### src/kpi_pkg.sv
// ----------------------------------------------------------------------------
// kpi_pkg: shared types and constants of the keyframe path interpolator
// Table geometry, fixed-point widths and the front-to-back command record.
// ----------------------------------------------------------------------------
package kpi_pkg;

	localparam int MaxMarkers   = 64;
	localparam int IdxW         = $clog2(MaxMarkers);
	localparam int CntW         = IdxW + 1;
	localparam int FracBits     = 16;
	localparam int WW           = FracBits + 1;
	localparam int NComp        = 7;
	localparam int CompW        = 32;
	localparam int TickW        = 32;

	typedef enum logic {
		OP_LOAD  = 1'b0,
		OP_QUERY = 1'b1
	} op_t;

	typedef logic [NComp-1:0][CompW-1:0] comp_vec_t;

	// one command handed from the front to the back
	typedef struct packed {
		op_t             op;
		logic [IdxW-1:0] idx;
		logic [TickW-1:0] tick;
		comp_vec_t       comp;
	} cmd_t;

	// one result record
	typedef struct packed {
		logic      has_markers;
		comp_vec_t comp;
	} res_t;

	typedef enum logic [3:0] {
		ST_IDLE,
		ST_RD_FIRST,
		ST_CHK_FIRST,
		ST_RD_LAST,
		ST_CHK_LAST,
		ST_SCAN_RD,
		ST_SCAN_CHK,
		ST_DIV,
		ST_LERP,
		ST_OUT
	} bk_state_t;

endpackage

### src/kpi_cmd_fifo.sv
// ----------------------------------------------------------------------------
// kpi_cmd_fifo: short command queue between front and back
// Two-entry queue of accepted items; decouples input from the worker.
// ----------------------------------------------------------------------------
module kpi_cmd_fifo (
	input  logic          clk,
	input  logic          arst_n,
	input  logic          wr_en,
	input  kpi_pkg::cmd_t wr_data,
	output logic          full,
	input  logic          rd_en,
	output kpi_pkg::cmd_t rd_data,
	output logic          empty
);
	import kpi_pkg::*;

	cmd_t       mem_q [2];
	logic       wp_q, rp_q;
	logic [1:0] cnt_q;

	assign full    = (cnt_q == 2'd2);
	assign empty   = (cnt_q == 2'd0);
	assign rd_data = mem_q[rp_q];

	// storage
	always_ff @(posedge clk) begin
		if (wr_en && !full) mem_q[wp_q] <= wr_data;
	end

	// pointers and fill
	always_ff @(posedge clk or negedge arst_n) begin
		if (!arst_n) begin
			wp_q  <= 1'b0;
			rp_q  <= 1'b0;
			cnt_q <= 2'd0;
		end else begin
			if (wr_en && !full) wp_q <= ~wp_q;
			if (rd_en && !empty) rp_q <= ~rp_q;
			cnt_q <= cnt_q + 2'(wr_en && !full) - 2'(rd_en && !empty);
		end
	end

endmodule

### config.mk
export PLATFORM = sky130hd
export DESIGN_NAME = kpi_cmd_fifo
export DESIGN_NICKNAME = d
export VERILOG_FILES = /design/src/kpi_pkg.sv /design/src/kpi_cmd_fifo.sv
export SDC_FILE = /design/constraint.sdc
export NUM_CORES = 1
export LEC_CHECK = 0
export ABC_AREA = 1
export ABC_CLOCK_PERIOD_IN_PS = 12100
export BUFFER_PORTS_ARGS = -buffer_cell sky130_fd_sc_hd__buf_2
export CORE_MARGIN = 4
export CORE_UTILIZATION = 47
export DETAILED_ROUTE_END_ITERATION = 10
export MAX_ROUTING_LAYER = met4
export PLACE_DENSITY = 0.76
export SLEW_MARGIN = 20
export SYNTH_ARGS = -nofsm -noshare
export SYNTH_HDL_FRONTEND = slang
export SYNTH_SLANG_ARGS = --single-unit
### constraint.sdc
create_clock -name clk -period 12.1 [get_ports clk]
set_clock_uncertainty 0.15 [all_clocks]
set_input_delay 1.815 -clock clk [delete_from_list [all_inputs] [get_ports clk]]
set_output_delay 1.815 -clock clk [all_outputs]
set_load 0.02 [all_outputs]
## Yosys cells after proc, flatten, opt, wreduce, memory -nomap -nowiden

Memories as Yosys holds them, arrays and structs flattened.
Index checks and enable logic that the tools add are counted.

- Bitwise gates (word level): 2
- Reduce and logical (&&, ||, !) cells: 5
- Mux-type cells: 2
- Eq/ne operators: 1
- $add $sub $neg: 2

Operators with widths:

| operator | count |
|---|---|
| adder 2 x 1 -> 2 bit | 1 |
| equality test 2 bit (second input constant) | 1 |
| logical AND 1 bit | 2 |
| zero test 1 bit | 2 |
| zero test 2 bit | 1 |
| two-way mux 1 bit | 2 |
| inverter 1 bit | 2 |
| subtractor 2 x 1 -> 2 bit | 1 |

- Word-level logic and storage cells: 16
- Memories: 1
- Output and inout bits: 265
- Input bits: 267
- RAM bits: 526
- Flip-flop bits (word level): 4

Memory list:

| name | words | bits a word | rd ports | clocked after Yosys merged registers in | wr ports | line | text |
|---|---|---|---|---|---|---|---|
| mem_q | 2 | 263 | 1 | 0 | 1 | kpi_cmd_fifo.sv:17 | `cmd_t mem_q [2];` |

## Depth between registers and ports, before layout

- Word-level depth: 5
- Gate-level depth with buffers: 10
- Gate-level depth less buffers: 10

## Least setup slack after synthesis

No wires, ideal clock.

- Kind: input -> register
- Start: input port wr_en
- End: memory mem_q[1][0] (netlist name) (enable)
- Cell stages on the path: 2
- Required time: 11.059 ns
- Path buffers: 0
- Data arrival time: 12.792 ns
- Library setup time: 0.891 ns
- Slack: -1.733 ns
- Path through: nand2_1 -> nor2_1

- Cells in the longest elaborated chain, start to end: 3

Ends and longest elaborated chain:

| item | line | text |
|---|---|---|
| start, declared | kpi_cmd_fifo.sv:8 | `input logic wr_en,` |
| logical AND 1 bit | kpi_cmd_fifo.sv:27 | `if (wr_en && !full) mem_q[wp_q] <= wr_data;` |
| two-way mux 1 bit | kpi_cmd_fifo.sv:27 |  |
| two-way mux 1 bit (implied by the code) | kpi_cmd_fifo.sv:27 |  |
| end, declared | kpi_cmd_fifo.sv:17 |  |

Every way passes these cells.

==> results.cfg <==
[yosys]
ys_seq_area_share_pct = 82.4
synth-seq-cells = 530
syn-num-nets = 1676
synth_cells = 1407
yosysUniqueCellTypes = 9
synth_largest_area_cell = edfxtp_1
netlist_area_um2 = 19300
yosysTopAreaCellShare_pct = 81.9
netlist_top_cells_area = edfxtp_1 (82%), nand2_1 (16%), buf_2 (1.5%)
syn_avg_cell_area_um2 = 13.7
ys_warn_count = 0

[setup_path]
r2r_cells = 5
criticalPathCategory = flop to primary output
cp-endpoint = rd_data[164]
regToRegSetupSlack_ps = 8390
crit_required_ps = 10140
r2r_end = mem_q[0][146]$_DFFE_PP_
critPathMaxFanout = 168
worst_setup_path_start_kind = flop
cp.arrival_ps = 3860
endpoint_kind = primary output
crit_path_start = rp_q$_DFFE_PN0P_
r2r_start = cnt_q[1]$_DFF_PN0_

[outcome]
status = completed

[grt]
grt_pass1_vias = 12500
grt.overflow.total = 0
grt_pass1_wl_um = 68700
antenna_found_initial = 17
grt_max_degree = 169
track_usage_pct = 20.5

[detailed_routing]
drt_first_iter_violations = 828
vias = 12200
viasPerCell = 4.85
ant_nets = 0
routed_wl_um = 46000
post_drt_wl_per_cell_um = 18.2
drc_errors = 0
drt_first_pass_iters = 5

[die]
fp.dieH_um = 211
row_count = 73
start_util_pct = 48.0
num_io_pins = 532
die_w_um = 211
dieArea_um2 = 44300
core_area_um2 = 40200

[cts]
root_buffer = clkbuf_16
cts.sinks = 530
path_clk_slew_ps = 60
htreeDepth = 2
numCtsBuffers = 52
post_cts.repair.setup_buffers = 0
cts.repair.resized = 0
cts_tree = yes
cts_max_path_buffers = 3
insertion_delay_ps = 560
hold_buffers = 0

[placement]
place_congestion = 0.894
io_buffers = 531
place_hpwl_um = 30400
post_dp_cell_area_um2 = 22400

[timing]
setup_tns_ps = 0
whs_ps = 326
worst_pin_slew_ps = 1080
max_slew_margin_pct = 27.9
fmax_mhz = 172
rsz0062_at_grt = no
finalSetupViolations = 0
layout_worst_path_cycle_share_pct = 48.1
hold_violations = 0
slew_viol_final = 0
min_period_ps = 5820

[cells_and_area]
stdcell_area_um2 = 24000
finalNetCount = 2212
layout-drive-gt1-share_pct = 31.2
area_delta_synth_final_pct = 24.6

[pwr]
power.leakage_nw = 10.3
ir_drop_mv = 0.369
power_density_nw_per_um2 = 263

[min_path]
hp-class = flop to flop

[job]
cap_viol_max_count = 0
[worst min path at each step]
stage	startpoint	endpoint	slack, ps	cells after the start
floorplan	wp_q$_DFFE_PN0P_	wp_q$_DFFE_PN0P_	290	2
global placement	wp_q$_DFFE_PN0P_	wp_q$_DFFE_PN0P_	310	2
detailed placement	wp_q$_DFFE_PN0P_	wp_q$_DFFE_PN0P_	320	2
CTS	wp_q$_DFFE_PN0P_	wp_q$_DFFE_PN0P_	330	2
global route	cnt_q[0]$_DFF_PN0_	cnt_q[0]$_DFF_PN0_	360	1
finish	wp_q$_DFFE_PN0P_	wp_q$_DFFE_PN0P_	330	2
[worst max-delay path, cell delays in order, from the launching register on]
cell	delay [ps]
dfrtp_4	830
inv_8	780
buf_4	900
nand2_1	110
nand2_1	150
buf_2	180
[state kept, by name, indices dropped and copies added, names as in the netlist]
name	count
mem_q	526
cnt_q	2
rp_q	1
wp_q	1
[stage by stage]
step / util, % / worst slack (ps) / total power, mW / instances
finish: 59.8 / 6280 / 6.32 / 2526
global route: 59.8 / 5980 / 6.66 / 2524
CTS: 59.7 / 6310 / 6.39 / 2507
detailed placement: 55.7 / 6900 / 4.89 / 2414
global placement: 55.7 / 6930 / 4.85 / 2414
floorplan: - / 2730 / 4.15 / 1407
[cell type report]
type                       instances  area (um^2)
multi-input combinational        808         3060
fill                            3044        16200
clock buffer                      58         1350
clock inverter                    35          229
timing repair buffer             540         2730
sequential                       530        15900
antenna                           19         47.5
tap                              525          657
inverter                          11         56.3
[metal layers]
metal	part of all wire (%)	track usage, %	vias up
met1	36	23.4	5817
li1	-	-	5847
met2	52	34.7	484
met3	8.9	5.85	96
met5	0	-	-
met4	3.2	8.00	0
[cells in the final DEF (no fill, tap or decap), drive strengths merged]
cell type,netlist,routed
inv,11,12
edfxtp,526,526
nand2,802,802
nand3,3,3
clkinvlp,0,4
clkinv,0,28
dfrtp,4,4
buf,58,540
nor2,1,1
bufinv,0,2
ha,2,2
clkbuf,0,58
diode,0,19
[synth_stat cells]
cell type and n:
nand2_1 802, nor2_1 1, edfxtp_1 526, inv_1 10
ha_1 2, inv_2 1, dfrtp_1 4, nand3_1 3
buf_2 58
[report_power, final]
group          internal (mW)  switching (mW)  leakage, nW
logic                  0.569            1.63         4.62
clock network          0.840           0.647        0.773
registers               2.51           0.131         4.94
total                   3.92            2.41         10.3
[cells by family (layout without fill, tap and decap cells)]
family,after synthesis,in the layout,synth area share (%)
flip-flops,530,530,82.4
buffers and inverters,69,644,1.72
AND/OR/NAND/NOR,806,806,15.7
other,0,19,0
adder cells (fa/ha/maj),2,2,0.130
No activity file was read; power rests on OpenSTA's default activity.
